## src/hw/rtl/dsc_pkg.sv

```systemverilog
// Shared types and constants for the distinct subsequence counter.
// Used by dsc_cell, dsc_or_tree and distinct_subsequence_counter.
`timescale 1ns / 1ps
`default_nettype none

package dsc_pkg;

   typedef enum logic [1:0] {
      ACT_CLEAR  = 2'd0,
      ACT_APPEND = 2'd1,
      ACT_SOURCE = 2'd2
   } action_type;

   typedef enum logic [1:0] {
      OP_IDLE,
      OP_CLEAR,
      OP_APPEND,
      OP_SOURCE
   } cell_op_type;

   typedef struct packed {
      cell_op_type op;
      logic [7:0]  symbol;
      logic        last;
   } cell_ctrl_type;

   localparam int TREE_FANIN = 8;

endpackage

`default_nettype wire

```

## src/hw/rtl/dsc_cell.sv

```systemverilog
// One pattern position: holds a target character, its prefix count and a wrap bit.
// Depends on dsc_pkg for the broadcast control word.
`timescale 1ns / 1ps
`default_nettype none

module dsc_cell #(
   parameter int COUNT_WIDTH = 32,
   parameter int LEN_W       = 8,
   parameter int INDEX       = 0
) (
   input  wire logic                      clock,
   input  wire logic                      reset,
   input  wire dsc_pkg::cell_ctrl_type    ctrl,
   input  wire logic [LEN_W-1:0]          length,
   input  wire logic [COUNT_WIDTH-1:0]    below_count,
   output logic      [COUNT_WIDTH-1:0]    count,
   output logic      [COUNT_WIDTH:0]      leaf
);
   import dsc_pkg::*;

   localparam logic [LEN_W-1:0] MY_IDX   = LEN_W'(INDEX);
   localparam logic [LEN_W-1:0] TAIL_LEN = LEN_W'(INDEX + 1);

   logic [7:0]             char_ff;
   logic [7:0]             char_in;
   logic [COUNT_WIDTH-1:0] count_ff;
   logic [COUNT_WIDTH-1:0] count_in;
   logic                   wrap_ff;
   logic                   wrap_in;
   logic                   active;
   logic                   hit;
   logic [COUNT_WIDTH:0]   sum;
   logic [COUNT_WIDTH-1:0] new_count;
   logic                   new_wrap;

   assign active    = MY_IDX < length;
   assign hit       = active && (ctrl.op == OP_SOURCE) && (char_ff == ctrl.symbol);
   assign sum       = {1'b0, count_ff} + {1'b0, below_count};
   assign new_count = hit ? sum[COUNT_WIDTH-1:0] : count_ff;
   assign new_wrap  = wrap_ff | (hit & sum[COUNT_WIDTH]);

   always_comb begin
      char_in  = char_ff;
      count_in = count_ff;
      wrap_in  = wrap_ff;
      case (ctrl.op)
         OP_CLEAR: begin
            count_in = '0;
            wrap_in  = 1'b0;
         end
         OP_APPEND: begin
            if (length == MY_IDX) begin
               char_in  = ctrl.symbol;
               count_in = '0;
            end
         end
         OP_SOURCE: begin
            if (ctrl.last) begin
               count_in = '0;
               wrap_in  = 1'b0;
            end else begin
               count_in = new_count;
               wrap_in  = new_wrap;
            end
         end
         default: begin
         end
      endcase
   end

   always_ff @(posedge clock) begin
      char_ff <= char_in;
      if (reset) begin
         count_ff <= '0;
         wrap_ff  <= 1'b0;
      end else begin
         count_ff <= count_in;
         wrap_ff  <= wrap_in;
      end
   end

   assign count = count_ff;
   assign leaf  = {new_wrap, (length == TAIL_LEN) ? new_count : {COUNT_WIDTH{1'b0}}};

endmodule

`default_nettype wire

```

## config.mk

```make
export PLATFORM = sky130hd
export DESIGN_NAME = dsc_cell
export DESIGN_NICKNAME = d
export VERILOG_FILES = /design/src/hw/rtl/dsc_pkg.sv /design/src/hw/rtl/dsc_cell.sv
export SDC_FILE = /design/constraint.sdc
export NUM_CORES = 1
export LEC_CHECK = 0
export BUFFER_PORTS_ARGS = -buffer_cell sky130_fd_sc_hd__buf_2
export CAP_MARGIN = 20
export CORE_UTILIZATION = 25
export DETAILED_ROUTE_END_ITERATION = 7
export PLACE_DENSITY = 0.42
export SYNTH_ARGS = -nofsm -noshare
export SYNTH_HDL_FRONTEND = slang
export SYNTH_SLANG_ARGS = --single-unit
```

## constraint.sdc

```tcl
create_clock -name clock -period 4.3 [get_ports clock]
set_input_delay 0.86 -clock clock [delete_from_list [all_inputs] [get_ports clock]]
set_output_delay 0.86 -clock clock [all_outputs]
set_load 0.03 [all_outputs]
```

# Word-level counts from Yosys, hierarchy flattened
# Index checks and enable logic that the tools add are counted.
# totals
register_bits	41
in_bits	53
output_inout_bits	65
word_cells	27
# classes
addsub	1
n_lt_le_gt_ge	1
n_eq_ne	6
n_mux	7
n_bitwise	2
n_reduce_logical	7
# ops
operator	n
$mux W32	4
$pmux W32 S3	1
$add A32 B32 Y33	1
$eq A8 B1 Y1 const B	1
$eq A8 B8 Y1	1
$logic_not A8 Y1	1
$lt A1 B8 Y1 const A	1
$eq A2 B2 Y1 const B	2
$reduce_and A2 Y1	2
$reduce_bool A3 Y1	1
$eq A2 B1 Y1 const B	1
$logic_and A1 B1 Y1	2
$ne A2 B2 Y1 const B	1
$pmux W1 S2	1
$reduce_bool A2 Y1	1
$and A1 B1 Y1	1
$mux W1	1
$or A1 B1 Y1	1

# Longest topological paths before layout
# Gate-level depths: netlist of the first run.
# logic_depth
ltp_word	7
mapped_depth	12
depth_no_buf	11

# Least setup slack after synthesis of the first run
# Ideal clock, no wire load.
# synth_timing
path_type	input to output
start	in below_count[0]
end	out leaf[24]
arrival_ns	3.662
path_slack_ns	-0.222
cell_stages	11
n_path_buf	0
cell_sequence	ha_1 fa_1 a21o_1 and4_4 o21a_4 a21o_1 and3_4 or2_1 a31oi_1 xor2_1 o31ai_1
# synth_between
elab_chain_cells	3
# synth_rtl
element	line	text
from (decl)	dsc_cell.sv:15	input wire logic [COUNT_WIDTH-1:0] below_count,
$add A32 B32 Y33	dsc_cell.sv:38	assign sum = {1'b0, count_ff} + {1'b0, below_count};
$mux W32	dsc_cell.sv:39	assign new_count = hit ? sum[COUNT_WIDTH-1:0] : count_ff;
$mux W32	dsc_cell.sv:83	assign leaf = {new_wrap, (length == TAIL_LEN) ? new_count : {COUNT_WIDTH{1'b0}}};
to (decl)	dsc_cell.sv:17	output logic [COUNT_WIDTH:0] leaf
# Every way passes these cells.

# Worst setup path in the final report of the first run
# layout_timing
start	in below_count[0]
end	out leaf[28]
# The elaborated chain is that of the path after synthesis.

==> results.ini, run 1 <==
[run_status]
status = complete, no violations

[floorplanning]
core_area_mm2 = 0.0146
die_h_um = 124
start_util_pct = 25.7
die_w_um = 124
ios = 118
rows = 44
die-area_mm2 = 0.0155

[cts]
hold_buffers = 0
htree_levels = 2
clockBufferDepth = 2
cts_buffers = 5
cts_tree = done
cts_root_buf = clkbuf_16
cts.sinks = 41
worstSkewPairLatency_ns = 0.31
path_clk_slew_ns = 0.07

[synthesis]
yosysSeqAreaShare_pct = 24.1
ys_types = 64
synthArstFlopShare_pct = 0
synth_flop_cell = dfxtp_1
syn_inst = 495
synth_edf_count = 8
ys_seq_elements = 41
ys_warn_count = 0
syn_nets = 581
syn_area_mm2 = 0.00374
syn_area_per_cell_um2 = 7.56

[worst_hold_path]
whs_path_depth = 2
hold_class = flip-flop to flip-flop

[worst_setup_path]
crit_start = below_count[0]
reg2reg_depth = 9
worstPathMaxFanout = 3
required_ns = 3.44
crit_arrival_ns = 3.38
worst_setup_path_end_kind = output port
slowest_delay_ns = 0.39
critPathSlowestCell = fa_2
r2r-start = char_ff[0]$_DFFE_PP_
crit_type = primary input to output port
cp_cell_sequence = buf_6, ha_4, fa_2, a21o_1, and4_4, o21a_4, a21o_1, and3_4, o21a_1, o21a_1, or3_1, a21oi_2, buf_6
endpoint = leaf[28]
rrSetupSlack_ns = 1.38
start_kind = primary input
rr_endpoint = count[23]$_SDFFE_PP0P_

[global_route]
grt_pass1_vias = 3965
grt_first_pass_wirelength_um = 20900
grt_max_degree = 22
gr-total-overflow = 0
antenna_found_initial = 0
grtUsageTotal_pct = 16.9

[finish]
regArea_um2 = 901
multi_input_area_mm2 = 0.00278
layout_commonest_cell = buf_2
n_antenna_cell = 0
final_cell_mix = 113 x buf_2, 83 x nand2_1, 55 x a21oi_1, 43 x nor2_1, 33 x dfxtp_1
area.growth.synth_to_final_pct = 31.6
nFillCells = 1566
fin_nets = 711
drive_gt1_share_pct = 29.2

[power]
p_total_uw = 929
leakage_uw = 0.00225
irDropWorstVdd_v = 0.000122
power.density_mw_per_mm2 = 189

[routing]
drtIter0Drc = 172
post-route-drc-count = 0
routed_wirelength_um = 13000
via_per_inst = 5.05
antenna_left = 0
vias = 4089
avgRoutedWirePerCell_um = 16.0
drt-pass1-iter-count = 4

[timing]
max_freq_ghz = 0.236
rsz0062_at_grt = yes
timing.hold.ws_ns = 0.492
setup-tns-final_ns = 0
slew_viol_final = 0
tightest_slew_ns = 1.15
relSlewSlack_pct = 23.3
finalSetupViolCount = 0
period_share_pct = 98.6
fin_crit_ns = 4.24
finalClockSkew_ns = 0.00851
hold_violations = 0

[placed_design]
place_congestion = 0.839
port_buffers = 117
hpwl_um = 9930

[job]
maxCapViolCount = 0

-- timing repair --
item | CTS | global route
buffers inserted | 3 | 0
pin swaps | 11 | 6
resized for setup | 13 | 9
endpoints found under the hold margin | 0 | 0
setup endpoints to repair | 6 | 13
-- per-layer routing --
layer	global-route usage [%]	part of all wire, %	wire (µm)
met1	21.9	47	6040
met2	28.0	47	6100
met3	3.31	5.0	642
met4	5.10	1.4	183
met5	0	0	0
-- synthesized netlist by cell type, drive strengths merged (5+ instances only) --
cell    count  area (µm²)
xnor2      17         149
nand2      83         312
a21o       14         105
dfxtp      33         661
buf         9        55.0
nand3      10        50.1
nor3       12        60.1
edfxtp      8         240
ha         32         400
a22o        8        70.1
or3         7        43.8
xor2       16         140
nor2       43         161
nand4       9        56.3
a21oi      59         299
a211oi      5        37.5
inv        11        41.3
a31oi       8        65.1
a22oi      12        90.1
nor4        6        52.6
o21a        8        67.6
o21ai      21         105
clkbuf     14        52.6
-- flip-flops by register name (all words and copies together) (netlist names) --
name and cells:
wrap_ff 1, count 32, char_ff 8
-- logic make-up (layout without fill, tap and decap cells) --
family / after synthesis / after routing / share of synthesized area, %
and+or+nand+nor: 195 / 195 / 24.5
AOI/OAI and AO/OA: 154 / 154 / 27.3
DFF: 41 / 41 / 24.1
buffers and inverters: 35 / 166 / 4.08
adders and majority gates: 33 / 33 / 11.2
xor gates and xnor gates: 33 / 33 / 7.72
muxes: 4 / 4 / 1.07
-- final cells by class --
class / instances / area share, %
Timing Repair Buffer: 146 / 16.7
Inverter: 12 / 0.914
Multi-Input combinational cell: 419 / 56.5
Clock buffer: 5 / 2.54
Tap cell: 184 / 4.67
Clock inverter: 3 / 0.432
Sequential cell: 41 / 18.3
-- worst max-delay path, delay by kind of cell --
family / cells / cell delay, ns
simple gates: 3 / 0.66
compound gates: 6 / 1.07
buf+inv: 2 / 0.24
fa+ha+maj: 2 / 0.55
-- where the power goes --
part	internal [µW]	leakage, µW	switching [µW]
combinational	53.1	0.00184	75.8
clock	217	0.0000702	192
sequential	391	0.000338	0.0591
total	661	0.00225	268
-- through the flow --
step                cells  setup WS (ns)  util, %  area (µm²)
global placement      800         -0.168     32.0        4660
detailed placement    800         -0.160     32.0        4660
finish                810         0.0604     33.8        4930
global route          810        -0.0395     33.8        4930
CTS                   810        -0.0278     33.5        4890
floorplan             495         0.0268        -        3750
-- how the worst min path moves through the flow --
stage	startpoint	end	slack, ns
floorplan	wrap_ff$_SDFFE_PP0P_	wrap_ff$_SDFFE_PP0P_	0.47
global placement	wrap_ff$_SDFFE_PP0P_	wrap_ff$_SDFFE_PP0P_	0.48
detailed placement	wrap_ff$_SDFFE_PP0P_	wrap_ff$_SDFFE_PP0P_	0.48
CTS	wrap_ff$_SDFFE_PP0P_	wrap_ff$_SDFFE_PP0P_	0.49
global route	count[2]$_SDFFE_PP0P_	count[2]$_SDFFE_PP0P_	0.52
finish	wrap_ff$_SDFFE_PP0P_	wrap_ff$_SDFFE_PP0P_	0.49
Note: power is estimated with default switching activity, not from simulation.
==> run 2: changes to the inputs <==
PLACE_DENSITY = 0.43   (was 0.42)
REMOVE_ABC_BUFFERS = 1   (was default)
==> results.ini, run 2 (synthesis gave the netlist of run 1 again) <==
[floorplanning]
die_h_um = 124
core_area_mm2 = 0.0146
ios = 118
rows = 44
die-area_mm2 = 0.0155
die_w_um = 124
start_util_pct = 25.7

[cts]
clockBufferDepth = 2
htree_levels = 2
cts_tree = done
cts.sinks = 41
cts_root_buf = clkbuf_16
worstSkewPairLatency_ns = 0.30
hold_buffers = 0
path_clk_slew_ns = 0.07
cts_buffers = 5

[global_route]
grtUsageTotal_pct = 17.7
antenna_found_initial = 0
gr-total-overflow = 0
grt_first_pass_wirelength_um = 21800
grt_max_degree = 35
grt_pass1_vias = 4088

[timing]
hold_violations = 0
period_share_pct = 98.2
max_freq_ghz = 0.237
finalClockSkew_ns = 0.00825
tightest_slew_ns = 0.631
relSlewSlack_pct = 57.8
fin_crit_ns = 4.22
slew_viol_final = 0
timing.hold.ws_ns = 0.492
finalSetupViolCount = 0

[finish]
drive_gt1_share_pct = 29.5
final_cells = 811
layout_commonest_cell = buf_2
final_core_util_pct = 34.3
n_antenna_cell = 0
fin_nets = 712
final_cell_mix = 112 x buf_2, 83 x nand2_1, 54 x a21oi_1, 43 x nor2_1, 33 x dfxtp_1
nFillCells = 1564
largest_reg_flops = 32
area.growth.synth_to_final_pct = 33.6
fin_area_mm2 = 0.00500

[worst_setup_path]
start_kind = primary input
crit_arrival_ns = 3.36
crit_type = primary input to output port
worst_setup_path_end_kind = output port
required_ns = 3.44
reg2reg_depth = 9
worstPathMaxFanout = 3

[placed_design]
place_congestion = 0.853
hpwl_um = 10300
port_buffers = 117
placed_cells = 797
place_area_mm2 = 0.00464

[routing]
drtIter0Drc = 223
drt-pass1-iter-count = 4
routed_wirelength_um = 13400
via_per_inst = 5.02
vias = 4069
avgRoutedWirePerCell_um = 16.5
post-route-drc-count = 0
antenna_left = 0

[power]
p_total_uw = 1040
power.density_mw_per_mm2 = 208
irDropWorstVdd_v = 0.000122
leakage_uw = 0.00229

[worst_hold_path]
hold_class = flip-flop to flip-flop
whs_path_depth = 2

[job]
maxCapViolCount = 0

[run_status]
status = complete, no violations

==> run 2: area by class of cell <==
| class | instances | area [µm²] | area share [%] |
|---|---|---|---|
| Sequential cell | 41 | 901 | 18.0 |
| Tap cell | 184 | 230 | 4.60 |
| Multi-Input combinational cell | 419 | 2790 | 55.7 |
| Clock inverter | 3 | 68.8 | 1.38 |
| Inverter | 12 | 45.0 | 0.901 |
| Timing Repair Buffer | 147 | 843 | 16.9 |
| Clock buffer | 5 | 125 | 2.50 |
==> run 2: per-stage QoR <==
stage	setup TNS [ns]	worst slack [ns]
finish	0	0.0790
detailed placement	-0.268	-0.124
global route	-0.0230	-0.0230
CTS	0	0.00335
global placement	-0.284	-0.140
floorplan	-0.353	-0.222
==> run 2: path summary, 6_finish.rpt <==
| kind | start | end | slack (ns) |
|---|---|---|---|
| worst max-delay path | below_count[0] | leaf[28] | 0.08 |
| worst min-delay path | wrap_ff$_SDFFE_PP0P_ | wrap_ff$_SDFFE_PP0P_ | 0.49 |
| worst max register to register | char_ff[0]$_DFFE_PP_ | count[20]$_SDFFE_PP0P_ | 1.51 |
| worst min register to register | wrap_ff$_SDFFE_PP0P_ | wrap_ff$_SDFFE_PP0P_ | 0.49 |
==> run 2: timing repair <==
item	CTS	global route
endpoints found under the hold margin	0	0
buffers inserted	1	4
setup endpoints to repair	7	16
gates resized for setup	11	16
pin swaps	12	8
==> run 2: power by group <==
part           switching [µW]  total, µW  internal [µW]
clock network             184        519            335
logic                    77.8        131           53.5
registers              0.0599        391            391
==> run 2: critical path, cell delays in order <==
cell     delay (ns)
buf_6          0.10
ha_4           0.16
fa_2           0.35
a21o_1         0.18
and4_4         0.17
o21a_4         0.20
a21o_1         0.19
and3_4         0.16
o21a_1         0.18
o21a_1         0.18
or3_4          0.33
a21oi_2        0.15
buf_6          0.15
==> run 2: routing by layer <==
layer	global-route usage (%)	share of wire (%)	vias to the layer above
met5	0	0	-
li1	-	-	2066
met1	23.0	46	1877
met3	3.78	6.2	12
met4	5.24	1.7	0
met2	29.0	46	114
==> run 3: changes to the inputs <==
--- a/config.mk
+++ b/config.mk
@@ -8,7 +8,8 @@
 export BUFFER_PORTS_ARGS = -buffer_cell sky130_fd_sc_hd__buf_2
 export CAP_MARGIN = 20
-export CORE_UTILIZATION = 25
+export CORE_MARGIN = 5
+export CORE_UTILIZATION = 30
 export DETAILED_ROUTE_END_ITERATION = 7
-export PLACE_DENSITY = 0.43
+export PLACE_DENSITY = 0.5
 export REMOVE_ABC_BUFFERS = 1
 export SYNTH_ARGS = -nofsm -noshare
==> constraint.sdc (replaced) <==
create_clock -name clock -period 4.3 [get_ports clock]
set_input_delay 0.86 -clock clock [delete_from_list [all_inputs] [get_ports clock]]
set_output_delay 0.86 -clock clock [all_outputs]
set_load 0.01 [all_outputs]
==> results.ini, run 3 (synthesis gave the netlist of run 1 again) <==
[routing]
drt-pass1-iter-count = 4
antenna_left = 0
vias = 3931
routed_wirelength_um = 12700
avgRoutedWirePerCell_um = 16.1
drtIter0Drc = 109
via_per_inst = 4.99
post-route-drc-count = 0

[cts]
hold_buffers = 0
worstSkewPairLatency_ns = 0.29
cts_buffers = 5
htree_levels = 2
cts_root_buf = clkbuf_16
cts.sinks = 41
clockBufferDepth = 2
cts_tree = done
path_clk_slew_ns = 0.06

[placed_design]
place_congestion = 0.908
hpwl_um = 9820
port_buffers = 117
place_area_mm2 = 0.00457
pre_cts_slack_ns = -0.135

[timing]
max_freq_ghz = 0.236
tightest_slew_ns = 1.00
hold_violations = 0
finalClockSkew_ns = 0.00976
finalSetupViolCount = 0
relSlewSlack_pct = 33.0
fin_ws_ns = 0.0700
rsz0062_at_grt = yes
period_share_pct = 98.4
fin_crit_ns = 4.23
slew_viol_final = 0
timing.hold.ws_ns = 0.491

[floorplanning]
die-area_mm2 = 0.0148
rows = 40
core_area_mm2 = 0.0121
die_h_um = 122
die_w_um = 122
start_util_pct = 30.9
ios = 118

[finish]
fin_nets = 705
largest_reg_flops = 32
drive_gt1_share_pct = 27.4
area.growth.synth_to_final_pct = 29.2
final_core_util_pct = 39.9
fin_area_mm2 = 0.00484
final_cell_mix = 116 x buf_2, 83 x nand2_1, 57 x a21oi_1, 43 x nor2_1, 33 x dfxtp_1
layout_commonest_cell = buf_2
n_antenna_cell = 0

[worst_setup_path]
slowest_delay_ns = 0.34
reg2reg_depth = 12
required_ns = 3.44
worst_setup_path_end_kind = output port
rr_endpoint = count[31]$_SDFFE_PP0P_
cp_cell_sequence = buf_6, ha_4, fa_2, a21o_1, and4_4, o21a_4, a21o_1, and3_4, o21a_1, o21a_1, or3_1, a21oi_1, buf_2
r2r-start = count[1]$_SDFFE_PP0P_
start_kind = primary input
rrSetupSlack_ns = 1.43
crit_arrival_ns = 3.37
critPathSlowestCell = fa_2
worstPathMaxFanout = 3
crit_type = primary input to output port

[worst_hold_path]
whs_path_depth = 2
hold_start = wrap_ff$_SDFFE_PP0P_
hold_class = flip-flop to flip-flop
whs_endpoint = wrap_ff$_SDFFE_PP0P_

[global_route]
grtUsageTotal_pct = 16.8
antenna_found_initial = 0
grt_pass1_vias = 3890
grt_first_pass_wirelength_um = 20100
gr-total-overflow = 0
grt_max_degree = 35

[run_status]
status = complete, no violations

[job]
maxCapViolCount = 0

[power]
irDropWorstVdd_v = 0.000122
leakage_uw = 0.00221
p_total_uw = 966
power.density_mw_per_mm2 = 200

run 3: changes by cell type in the layout (fill, tap and decap cells not counted), sizes merged:
cell    delta
bufinv     -1
clkinv     +1
inv        -1
buf        -6
run 3: what timing repair did:
| action | CTS | global route |
|---|---|---|
| setup buffers | 2 | 2 |
| pin swaps | 10 | 6 |
| endpoints found under the setup margin | 4 | 8 |
| gates resized for setup | 9 | 4 |
run 3: metrics by stage:
stage | setup TNS (ns) | cells
after detailed placement | -0.294 | 776
after global placement | -0.148 | 776
final | 0 | 788
after CTS | 0 | 786
after global routing | -0.0304 | 788
after floorplan | 0 | 472
run 3: worst max-delay path by stage:
| stage | from | end | cells past startpoint |
|---|---|---|---|
| after floorplan | below_count[0] | leaf[28] | 11 |
| after global placement | below_count[0] | leaf[28] | 13 |
| after detailed placement | below_count[0] | leaf[24] | 13 |
| after CTS | below_count[0] | leaf[24] | 13 |
| after global routing | below_count[0] | leaf[28] | 13 |
| final | below_count[0] | leaf[28] | 13 |
run 3: report_power, final:
part	switching, µW	internal, µW
clock network	173	276
registers	0.0570	391
logic	74.6	51.3
total	247	718
run 3: layer usage:
metal  global-route usage (%)  vias up  part of all wire (%)
met5                        0        -                     0
met4                     3.36        0                   1.1
met3                     3.39       17                   5.6
met2                     27.9      111                    46
met1                     22.6     1758                    47
li1                         -     2045                     -
run 3: layout make-up:
class                           count  area, µm²
Clock buffer                        6        129
Inverter                           12       45.0
Clock inverter                      2       38.8
Timing Repair Buffer              140        764
Multi-Input combinational cell    419       2750
Tap cell                          168        210
Sequential cell                    41        901
Fill cell                        1326       7280
run 3: critical path, delay by kind of cell:
family,cells,cell delay (ns)
buf+inv,2,0.24
compound gates,6,1.08
simple gates,3,0.68
fa+ha+maj,2,0.49
